**src/hw/rtl/tcw_pkg.sv**
```systemverilog
// Package: shared types, constants and codes for the text console cell writer.
`default_nettype none

package tcw_pkg;

    // Grid geometry
    localparam int COLUMNS = 80;
    localparam int ROWS    = 25;
    localparam int CELLS   = ROWS * COLUMNS;
    localparam int ADDR_W  = $clog2(CELLS);
    localparam int COL_W   = 7;
    localparam int ROW_W   = 5;
    localparam int CELL_W  = 16;

    // Sweep bounds for the scroll
    localparam int COPY_LAST  = (ROWS - 1) * COLUMNS - 1;
    localparam int FILL_FIRST = (ROWS - 1) * COLUMNS;

    // Request queue
    localparam int QUEUE_DEPTH = 2;
    localparam int QPTR_W      = $clog2(QUEUE_DEPTH);
    localparam int QCNT_W      = $clog2(QUEUE_DEPTH + 1);

    // Command codes
    localparam logic [1:0] CMD_PUT   = 2'd0;
    localparam logic [1:0] CMD_READ  = 2'd1;
    localparam logic [1:0] CMD_CLEAR = 2'd2;

    // Character codes and cell constants
    localparam logic [7:0]        CH_NEWLINE  = 8'h0A;
    localparam logic [7:0]        CH_RETURN   = 8'h0D;
    localparam logic [CELL_W-1:0] CELL_BLANK  = 16'h0020;
    localparam logic [CELL_W-1:0] CELL_SCROLL = 16'h0720;

    typedef struct packed {
        logic [1:0] cmd;
        logic [7:0] char_code;
        logic [7:0] attr;
        logic [4:0] read_row;
        logic [6:0] read_col;
    } request_t;

    typedef struct packed {
        logic [CELL_W-1:0] cell_value;
        logic [COL_W-1:0]  cursor_x;
        logic [ROW_W-1:0]  cursor_y;
    } result_t;

    // Classified operation handed from front to back
    typedef enum logic [2:0] {
        OP_PUT,
        OP_NEWLINE,
        OP_RETURN,
        OP_READ,
        OP_CLEAR,
        OP_NONE
    } op_kind_t;

    typedef struct packed {
        op_kind_t          kind;
        logic [CELL_W-1:0] cell_data;
        logic [ADDR_W-1:0] addr;
    } op_t;

    // Back-end sequencer states
    typedef enum logic [2:0] {
        ST_INIT,
        ST_IDLE,
        ST_SCROLL_COPY,
        ST_SCROLL_FILL,
        ST_EXEC,
        ST_READ_WAIT,
        ST_CLEAR_FILL
    } state_t;

endpackage

`default_nettype wire

```
**src/hw/rtl/tcw_front.sv**
```systemverilog
// Front end: request acceptance and command classification.
`default_nettype none

module tcw_front
    import tcw_pkg::*;
(
    input  wire logic     start,
    input  wire request_t request,
    input  wire logic     queue_full,
    input  wire logic     init_busy,
    output logic          busy,
    output logic          push,
    output op_t           op
);

    // Hold off while the queue is full or the grid is being cleared after reset
    assign busy = queue_full | init_busy;
    assign push = start & ~busy;

    // Classify the request and precompute the cell and read address
    always_comb
    begin
        op.kind      = OP_NONE;
        op.cell_data = {request.attr, request.char_code};
        op.addr      = ADDR_W'(32'(request.read_row) * COLUMNS + 32'(request.read_col));
        case (request.cmd)
            CMD_PUT:
            begin
                if (request.char_code == CH_NEWLINE)
                    op.kind = OP_NEWLINE;
                else if (request.char_code == CH_RETURN)
                    op.kind = OP_RETURN;
                else
                    op.kind = OP_PUT;
            end
            CMD_READ:
            begin
                // out-of-grid reads return zero and touch nothing
                if (32'(request.read_row) < ROWS && 32'(request.read_col) < COLUMNS)
                    op.kind = OP_READ;
            end
            CMD_CLEAR:
                op.kind = OP_CLEAR;
            default:
                op.kind = OP_NONE;
        endcase
    end

endmodule

`default_nettype wire

```
**config.mk**
```make
export PLATFORM = sky130hd
export DESIGN_NAME = tcw_front
export DESIGN_NICKNAME = d
export VERILOG_FILES = /design/src/hw/rtl/tcw_pkg.sv /design/src/hw/rtl/tcw_front.sv
export SDC_FILE = /design/constraint.sdc
export NUM_CORES = 1
export LEC_CHECK = 0
export ABC_AREA = 1
export BUFFER_PORTS_ARGS = -buffer_cell sky130_fd_sc_hd__buf_2
export CAP_MARGIN = 20
export CORE_MARGIN = 5
export CORE_UTILIZATION = 34
export DETAILED_ROUTE_END_ITERATION = 10
export PLACE_DENSITY = 0.81
export SYNTH_ARGS = -nofsm -noshare
export SYNTH_HDL_FRONTEND = slang
export SYNTH_SLANG_ARGS = --single-unit
```
**constraint.sdc**
```tcl
create_clock -name vclk -period 1.4
set_input_delay 0.07 -clock vclk [all_inputs]
set_output_delay 0.07 -clock vclk [all_outputs]
set_load 0.005 [all_outputs]
```
==> run metrics <==
outcome=complete, but fails checks; violations in the final reports=setup timing; type of element launching the critical path=primary input; detailed-route DRC error count=0; layout filler cell count=160; vias in the first global route=666; Placer Congestion=0.908; routed via count divided by cell count=4.55; average detailed-routed wire length per instance=11.2 um; half-perimeter wire length after placement=1.48 mm; width of the die=53.2 um; DIE AREA=2830 um^2; post-detailed-routing wire length=1.76 mm; static leakage=0.523 nW; Ant. Diodes=0; total track usage=11.9%; Max Fanout on Critical Path=3; final global-route overflow total=0; final critical path time including I/O delays and setup=1.60 ns; maximum number of pins on one net before global-route repair=6; DR pass1 iterations=4; violation count after the first detailed-route iteration=6; classification of the worst setup path=in2out; Final setup viols=3; fin crit share=114%; footprint of the multi-input gates=505 um^2; ANT nets after route=0; cells taking the most area after synthesis=sky130_fd_sc_hd__buf_4 (24%), sky130_fd_sc_hd__ha_1 (18%), sky130_fd_sc_hd__nand2_1 (14%), sky130_fd_sc_hd__inv_1 (7.7%), sky130_fd_sc_hd__fa_1 (6.3%); count of unique library cells instantiated by Yosys=19; relative area change from synthesis to final layout=41.4%; most used cell along the critical path=sky130_fd_sc_hd__nand2_1; number of sequential storage elements=0; most frequent cells in the layout=sky130_fd_sc_hd__buf_2 (39), sky130_fd_sc_hd__nand2_1 (21), sky130_fd_sc_hd__inv_1 (12), sky130_fd_sc_hd__buf_4 (11), sky130_fd_sc_hd__nor2_1 (8); setup slack of the critical path after layout=-0.197 ns; netlist area before placement=634 um^2; number of buffer cells added on primary ports=41; fmax=626 MHz; global-route wire length before repair=2.65 mm; HP Class=in2out; post-synthesis sequential area ratio=0%; cell type with the largest total area after synthesis=sky130_fd_sc_hd__buf_4; layout clock buffer count=0; number of antenna violations at the first check in global routing=0; # placed instances=154; fraction of synthesized cell area taken by the top area cell type=23.7%; capturing element type of the critical path=primary output; mean area per synthesized cell=6.34 um^2; share of cells above drive strength 1=55.3%; footprint of the flip-flops and latches=0 um^2; Max rail drop VDD=0.000202 V; post-placement worst setup slack=-0.273 ns; most frequent standard cell in the layout excluding fill and tap cells=sky130_fd_sc_hd__buf_2; max-slew violation count=0; ratio of total power to cell area=422 nW/um^2; Row Count=15; Worst EP required=1.33 ns; synthesized net count=144; critical path's largest stage delay=0.50 ns; nets@finish=178; vertical extent of the die=53.2 um; cell chain of the critical path=buf_8 -> ha_4 -> ha_4 -> fa_1 -> nand2_1 -> inv_2 -> nand3_2 -> inv_2 -> nand2_1 -> nand2_1 -> buf_2; floorplan core area=1750 um^2; Worst path slowest cell=sky130_fd_sc_hd__fa_1; number of synthesis warnings=0; Hold Fails Final Rpt=0; number of maximum-capacitance constraint violations=0; worst slew pin tran=0.278 ns; total via count in the routed design=715; setup repair after global routing missed its margin=true; arrival time reported for the critical path endpoint=1.53 ns; CTS hold repair buffers=0; non-filler instance count after layout=157; I/O pins=65; initial cell density of the core=36.3%; max-slew headroom at the worst pin=81.3%; gate count after technology mapping=100
[final timing paths]
path	startpoint	endpoint	slack [ns]	depth (start not counted)
worst min-delay path	request[16]	op[23]	0.14	0
worst max-delay path	request[10]	op[10]	-0.20	11
[metrics by stage]
stage / total power [mW] / instance area (um^2) / setup TNS [ns] / utilization [%] / hold slack (ns)
finish: 0.379 / 897 / -0.432 / 51.4 / 0.140
global route: 0.419 / 897 / -0.666 / 51.4 / 0.140
CTS: 0.347 / 857 / -0.409 / 49.1 / 0.140
detailed placement: 0.323 / 796 / -0.666 / 45.6 / 0.140
global placement: 0.309 / 796 / -0.544 / 45.6 / 0.140
floorplan: 0.213 / 649 / 0 / - / 0.211
[repair_timing]
| action | 4_1_cts | 5_1_grt |
|---|---|---|
| endpoints found under the hold margin | 0 | 0 |
| endpoints found under the setup margin | 3 | 5 |
| gates resized for setup | 9 | 7 |
| pin swaps | 8 | 1 |
| buffers inserted | 2 | 2 |
[cells in the mapped netlist, drive strengths merged]
| library cell | count |
|---|---|
| o21bai | 1 |
| fa | 2 |
| nand3 | 9 |
| ha | 9 |
| nand2 | 26 |
| nand4 | 1 |
| o21ai | 1 |
| nor2 | 8 |
| or2 | 2 |
| nor3b | 1 |
| nand3b | 1 |
| a21oi | 1 |
| inv | 15 |
| buf | 20 |
| xnor2 | 2 |
| xor2 | 1 |
[report_power, final]
group,internal (mW),switching (mW)
sequential,0,0
combinational,0.197,0.182
clock,0,0
total,0.197,0.182
[layer usage]
metal	track usage, %	share of wire, %	up-vias
met5	0	0	-
met4	1.70	0.85	0
met3	0.845	5.9	4
met2	24.8	58	29
met1	12.7	35	324
li1	-	-	358
[kinds of logic (layout without fill, tap and decap cells)]
logic type / Yosys count / count (layout) / share of synthesized area, %
AOI/OAI and AO/OA: 3 / 3 / 2.76
xor gates and xnor gates: 3 / 3 / 4.14
adders and majority gates: 11 / 11 / 24.1
buffers and inverters: 35 / 67 / 32.5
and+or+nand+nor: 48 / 48 / 36.5
[critical path: cells and delay by family]
kind                     cells  cell delay (ns)
adder cells (fa/ha/maj)      3             0.90
AND/OR/NAND/NOR              4             0.23
buffers and inverters        4             0.33
[final cells by class]
| cell class | instances | share of cell area, % |
|---|---|---|
| multi-input combinational | 65 | 56.3 |
| timing repair buffer | 52 | 33.9 |
| inverter | 15 | 6.28 |
| tap | 25 | 3.49 |
No activity file was read; power rests on OpenSTA's default activity.
