--- config.mk ---
export PLATFORM = sky130hd
export DESIGN_NAME = tcw_queue
export DESIGN_NICKNAME = d
export VERILOG_FILES = /design/src/hw/rtl/tcw_pkg.sv /design/src/hw/rtl/tcw_queue.sv
export SDC_FILE = /design/constraint.sdc
export NUM_CORES = 1
export LEC_CHECK = 0
export ABC_AREA = 1
export BUFFER_PORTS_ARGS = -buffer_cell sky130_fd_sc_hd__buf_2
export CAP_MARGIN = 20
export CORE_MARGIN = 2
export CORE_UTILIZATION = 51
export DETAILED_ROUTE_END_ITERATION = 7
export PLACE_DENSITY_LB_ADDON = 0.05
export SETUP_SLACK_MARGIN = 0.2
export SLEW_MARGIN = 20
export SYNTH_ARGS = -nofsm -noshare
export SYNTH_HDL_FRONTEND = slang
export SYNTH_SLANG_ARGS = --single-unit
--- constraint.sdc ---
create_clock -name clk -period 2.8 [get_ports clk]
set_clock_uncertainty 0.05 [all_clocks]
set_input_delay 0.28 -clock clk [delete_from_list [all_inputs] [get_ports clk]]
set_output_delay 0.28 -clock clk [all_outputs]
set_load 0.01 [all_outputs]
--- src/hw/rtl/tcw_pkg.sv ---
// Package: shared types, constants and codes for the text console cell writer.
`default_nettype none

package tcw_pkg;

    // Grid geometry
    localparam int COLUMNS = 80;
    localparam int ROWS    = 25;
    localparam int CELLS   = ROWS * COLUMNS;
    localparam int ADDR_W  = $clog2(CELLS);
    localparam int COL_W   = 7;
    localparam int ROW_W   = 5;
    localparam int CELL_W  = 16;

    // Sweep bounds for the scroll
    localparam int COPY_LAST  = (ROWS - 1) * COLUMNS - 1;
    localparam int FILL_FIRST = (ROWS - 1) * COLUMNS;

    // Request queue
    localparam int QUEUE_DEPTH = 2;
    localparam int QPTR_W      = $clog2(QUEUE_DEPTH);
    localparam int QCNT_W      = $clog2(QUEUE_DEPTH + 1);

    // Command codes
    localparam logic [1:0] CMD_PUT   = 2'd0;
    localparam logic [1:0] CMD_READ  = 2'd1;
    localparam logic [1:0] CMD_CLEAR = 2'd2;

    // Character codes and cell constants
    localparam logic [7:0]        CH_NEWLINE  = 8'h0A;
    localparam logic [7:0]        CH_RETURN   = 8'h0D;
    localparam logic [CELL_W-1:0] CELL_BLANK  = 16'h0020;
    localparam logic [CELL_W-1:0] CELL_SCROLL = 16'h0720;

    typedef struct packed {
        logic [1:0] cmd;
        logic [7:0] char_code;
        logic [7:0] attr;
        logic [4:0] read_row;
        logic [6:0] read_col;
    } request_t;

    typedef struct packed {
        logic [CELL_W-1:0] cell_value;
        logic [COL_W-1:0]  cursor_x;
        logic [ROW_W-1:0]  cursor_y;
    } result_t;

    // Classified operation handed from front to back
    typedef enum logic [2:0] {
        OP_PUT,
        OP_NEWLINE,
        OP_RETURN,
        OP_READ,
        OP_CLEAR,
        OP_NONE
    } op_kind_t;

    typedef struct packed {
        op_kind_t          kind;
        logic [CELL_W-1:0] cell_data;
        logic [ADDR_W-1:0] addr;
    } op_t;

    // Back-end sequencer states
    typedef enum logic [2:0] {
        ST_INIT,
        ST_IDLE,
        ST_SCROLL_COPY,
        ST_SCROLL_FILL,
        ST_EXEC,
        ST_READ_WAIT,
        ST_CLEAR_FILL
    } state_t;

endpackage

`default_nettype wire

--- src/hw/rtl/tcw_queue.sv ---
// Short FIFO of classified operations between front and back.
`default_nettype none

module tcw_queue
    import tcw_pkg::*;
(
    input  wire logic clk,
    input  wire logic rst_n,
    input  wire logic push,
    input  wire op_t  push_op,
    input  wire logic pop,
    output op_t       pop_op,
    output logic      full,
    output logic      empty
);

    op_t               entry_reg [QUEUE_DEPTH];
    logic [QPTR_W-1:0] wr_ptr_reg, wr_ptr_next;
    logic [QPTR_W-1:0] rd_ptr_reg, rd_ptr_next;
    logic [QCNT_W-1:0] count_reg, count_next;

    assign full   = (count_reg == QCNT_W'(QUEUE_DEPTH));
    assign empty  = (count_reg == '0);
    assign pop_op = entry_reg[rd_ptr_reg];

    // Pointer and fill-level update
    always_comb
    begin
        wr_ptr_next = wr_ptr_reg;
        rd_ptr_next = rd_ptr_reg;
        count_next  = count_reg;
        if (push)
            wr_ptr_next = (wr_ptr_reg == QPTR_W'(QUEUE_DEPTH - 1)) ? '0 : wr_ptr_reg + 1'b1;
        if (pop)
            rd_ptr_next = (rd_ptr_reg == QPTR_W'(QUEUE_DEPTH - 1)) ? '0 : rd_ptr_reg + 1'b1;
        if (push && !pop)
            count_next = count_reg + 1'b1;
        else if (pop && !push)
            count_next = count_reg - 1'b1;
    end

    always_ff @(posedge clk or negedge rst_n)
    begin
        if (!rst_n)
        begin
            wr_ptr_reg <= '0;
            rd_ptr_reg <= '0;
            count_reg  <= '0;
        end
        else
        begin
            wr_ptr_reg <= wr_ptr_next;
            rd_ptr_reg <= rd_ptr_next;
            count_reg  <= count_next;
        end
    end

    // Entry storage
    always_ff @(posedge clk)
    begin
        if (push)
            entry_reg[wr_ptr_reg] <= push_op;
    end

endmodule

`default_nettype wire

==> summary.txt <==
Run status
  – Status: completed

Worst setup path
  – Critical Path Start: rd_ptr_reg
  – R2R cell count: 1
  – Worst endpoint required time: between 2 and 2.5 ns
  – Worst Setup EP: pop_op[5]
  – Crit path max fanout: 16
  – Worst R2R End: entry_reg[0][5]
  – WS Path Type: reg2out
  – Crit end category: output pin
  – R2R Path Start: wr_ptr_reg
  – Worst R2R Setup Slack: roughly 1.2 ns
  – CP Launch Type: flip-flop
  – Worst EP arrival: 1.42 ns

Synth
  – Ranking of synthesized cells by area: edfxtp_1, mux2_2, dfrtp_1
  – Post-Syn Area: about 0.0024 mm2
  – Syn avg cell area: between 20 and 25 um2
  – Syn_nets: 153
  – Yosys top cell by area: edfxtp_1
  – Synthesized flop and latch total: 64
  – Post-Synthesis Cells: around 120
  – Post-synthesis cell type count: 12
  – Yosys top cell area share: 0.757
  – Sequential-to-total area share from yosys stat: 0.799
  – Yosys warns: 0

Timing
  – Fin crit share: 0.624
  – Slew HR: 0.435
  – Slew Viols, Final: 0
  – Final min period: roughly 1.7 ns
  – Fin. Hold Viols: 0
  – # setup viols final: 0
  – Achievable Freq: roughly 0.57 GHz
  – Unrepaired setup endpoints after global routing: no
  – Setup TNS Final: 0 ns
  – Least-Margin Pin Slew: around 0.85 ns

Pwr
  – Clk pwr share: 0.271
  – Worst vdd ir: 0.730 mV
  – Seq pwr share: 0.451
  – Share of total power in combinational logic: 0.278
  – Leakage: ~1.2 nW
  – Pint: between 2 and 2.5 mW
  – Switching portion of total power: 0.273
  – Switch Pwr: just over 0.8 mW
  – Power density cells: ~1000 mW/mm2

Floorplan
  – Die width: about 72 um
  – # IOs: 66
  – Die height: between 70 and 80 um
  – # rows: 24
  – Initial Util: 0.539
  – Die Footprint: roughly 0.0052 mm2
  – Core area: 0.00441 mm2

Clocking
  – Post-CTS Setup Inserts: 0
  – CTS root buf: clkbuf_8
  – # hold bufs at CTS: 1
  – Clock-pin slew on the worst setup and hold paths: about 0.070 ns
  – Insertion delay to the later sink of the worst-skew pair: 0.32 ns
  – Post-cts repair resize count: 0
  – TritonCTS buffer count: 9
  – Max Root-Sink Buffers: 2
  – CTS tree: built
  – Sink Count: 64
  – H-tree level count: 3

Layout
  – Area growth syn-to-layout: 25.1%
  – Reg area: 0.00190 mm2
  – Area of the multi-input gates: between 400 and 500 um2
  – Commonest non-fill, non-tap cell in the layout: buf_2
  – Max FFs per register: 60
  – Filler Cell Count: 323
  – Antenna Cells: 0
  – Fin cells: around 250
  – Commonest non-fill, non-tap cells in the layout: buf_2, edfxtp_1, mux2_2
  – Share of layout cells above drive strength 1: 0.563
  – Layout Nets: 230

Global route
  – Initial antenna violation count: 0
  – Largest net degree at the start of global routing: 31
  – Vias in the first global route: 1322
  – Total GRT Usage: 0.160
  – Total grt overflow: 0
  – First-pass GRT wire length: around 6000 um

Placed design
  – PortBufs: 65
  – Post-DP HPWL: about 2500 um
  – Routability Congestion: 0.637
  – Placed insts: around 240

Detailed routing
  – Initial DRC count: 55
  – Drt pass-1 iters: 4
  – Vias per cell: between 5 and 6
  – Detail Route Antenna Nets: 0
  – Post-DR wirelength/cell: roughly 15 um
  – DRC violations left: 0
  – Vias: about 1.3k
  – Routed wire length: 3820 um

Run
  – Max Cap Viol: 0

Hold path
  – Class of the worst hold path: in2reg
## synth_stat cells (all sizes together)
library cell and count:
buf 3, dfrtp 4, edfxtp 60, ha 1, inv 7, mux2 30, nand2 5, nand3 1
nand4 1, nor2 3, xnor2 1, xor2 2
## cells by family (layout without fill, tap and decap cells)
| group | Yosys count | after routing | synth area share |
|---|---|---|---|
| xor gates and xnor gates | 3 | 3 | 0.0110 |
| and+or+nand+nor | 10 | 10 | 0.0174 |
| DFF | 64 | 64 | 0.799 |
| muxes | 30 | 30 | 0.142 |
| buffers and inverters | 10 | 91 | 0.0252 |
| adders and majority gates | 1 | 1 | 0.00526 |
## area by class of cell
type,count,area share
clock inverter,4,0.0235
sequential,64,0.639
clock buffer,11,0.0441
timing repair buffer,69,0.120
tap,52,0.0218
inverter,7,0.00882
multi-input combinational,44,0.143
## through the flow
step / hold slack (ns) / setup WS [ns] / total power, mW / utilization / instance area (um2)
finish: 0.0885 / 1.05 / 2.97 / 0.675 / 2980
global route: 0.0754 / 0.973 / 3.13 / 0.675 / 2980
CTS: 0.0722 / 1.03 / 3.02 / 0.675 / 2980
detailed placement: 0.0433 / 1.21 / 2.21 / 0.627 / 2770
global placement: 0.0422 / 1.24 / 2.17 / 0.627 / 2770
floorplan: -0.0656 / 0.650 / 1.91 / - / 2380
## metal layers
layer  wire, um  track usage  part of all wire  vias up
li1           -            -                 -      604
met1       1480        0.183              0.39      601
met2       2020        0.262              0.53       44
met3        238       0.0625             0.062        9
met4         88       0.0818             0.023        0
met5          0            0                 0        -
## worst min path at each step
stage                      from                to  slack [ns]  cells past startpoint
finish              push_op[16]  entry_reg[0][16]        0.09                      1
global route         push_op[0]   entry_reg[1][0]        0.08                      1
CTS                 push_op[16]  entry_reg[0][16]        0.07                      1
detailed placement        rst_n      count_reg[0]        0.04                      1
global placement          rst_n      count_reg[0]        0.04                      1
floorplan                 rst_n      count_reg[0]       -0.07                      0
## critical path, stage by stage (launching register included)
cell and delay (ns):
dfrtp_1 0.34, buf_4 0.24, mux2_2 0.38, buf_2 0.14
## power groups by stage
stage	Sequential, mW	Combinational, mW	Clock (mW)
2_1_floorplan	1.35	0.562	0
3_3_place_gp	1.35	0.826	0
3_5_place_dp	1.36	0.844	0
4_1_cts	1.34	0.849	0.827
5_1_grt	1.36	0.900	0.869
6_report	1.34	0.827	0.807
Power figures use the tool's default switching activity.
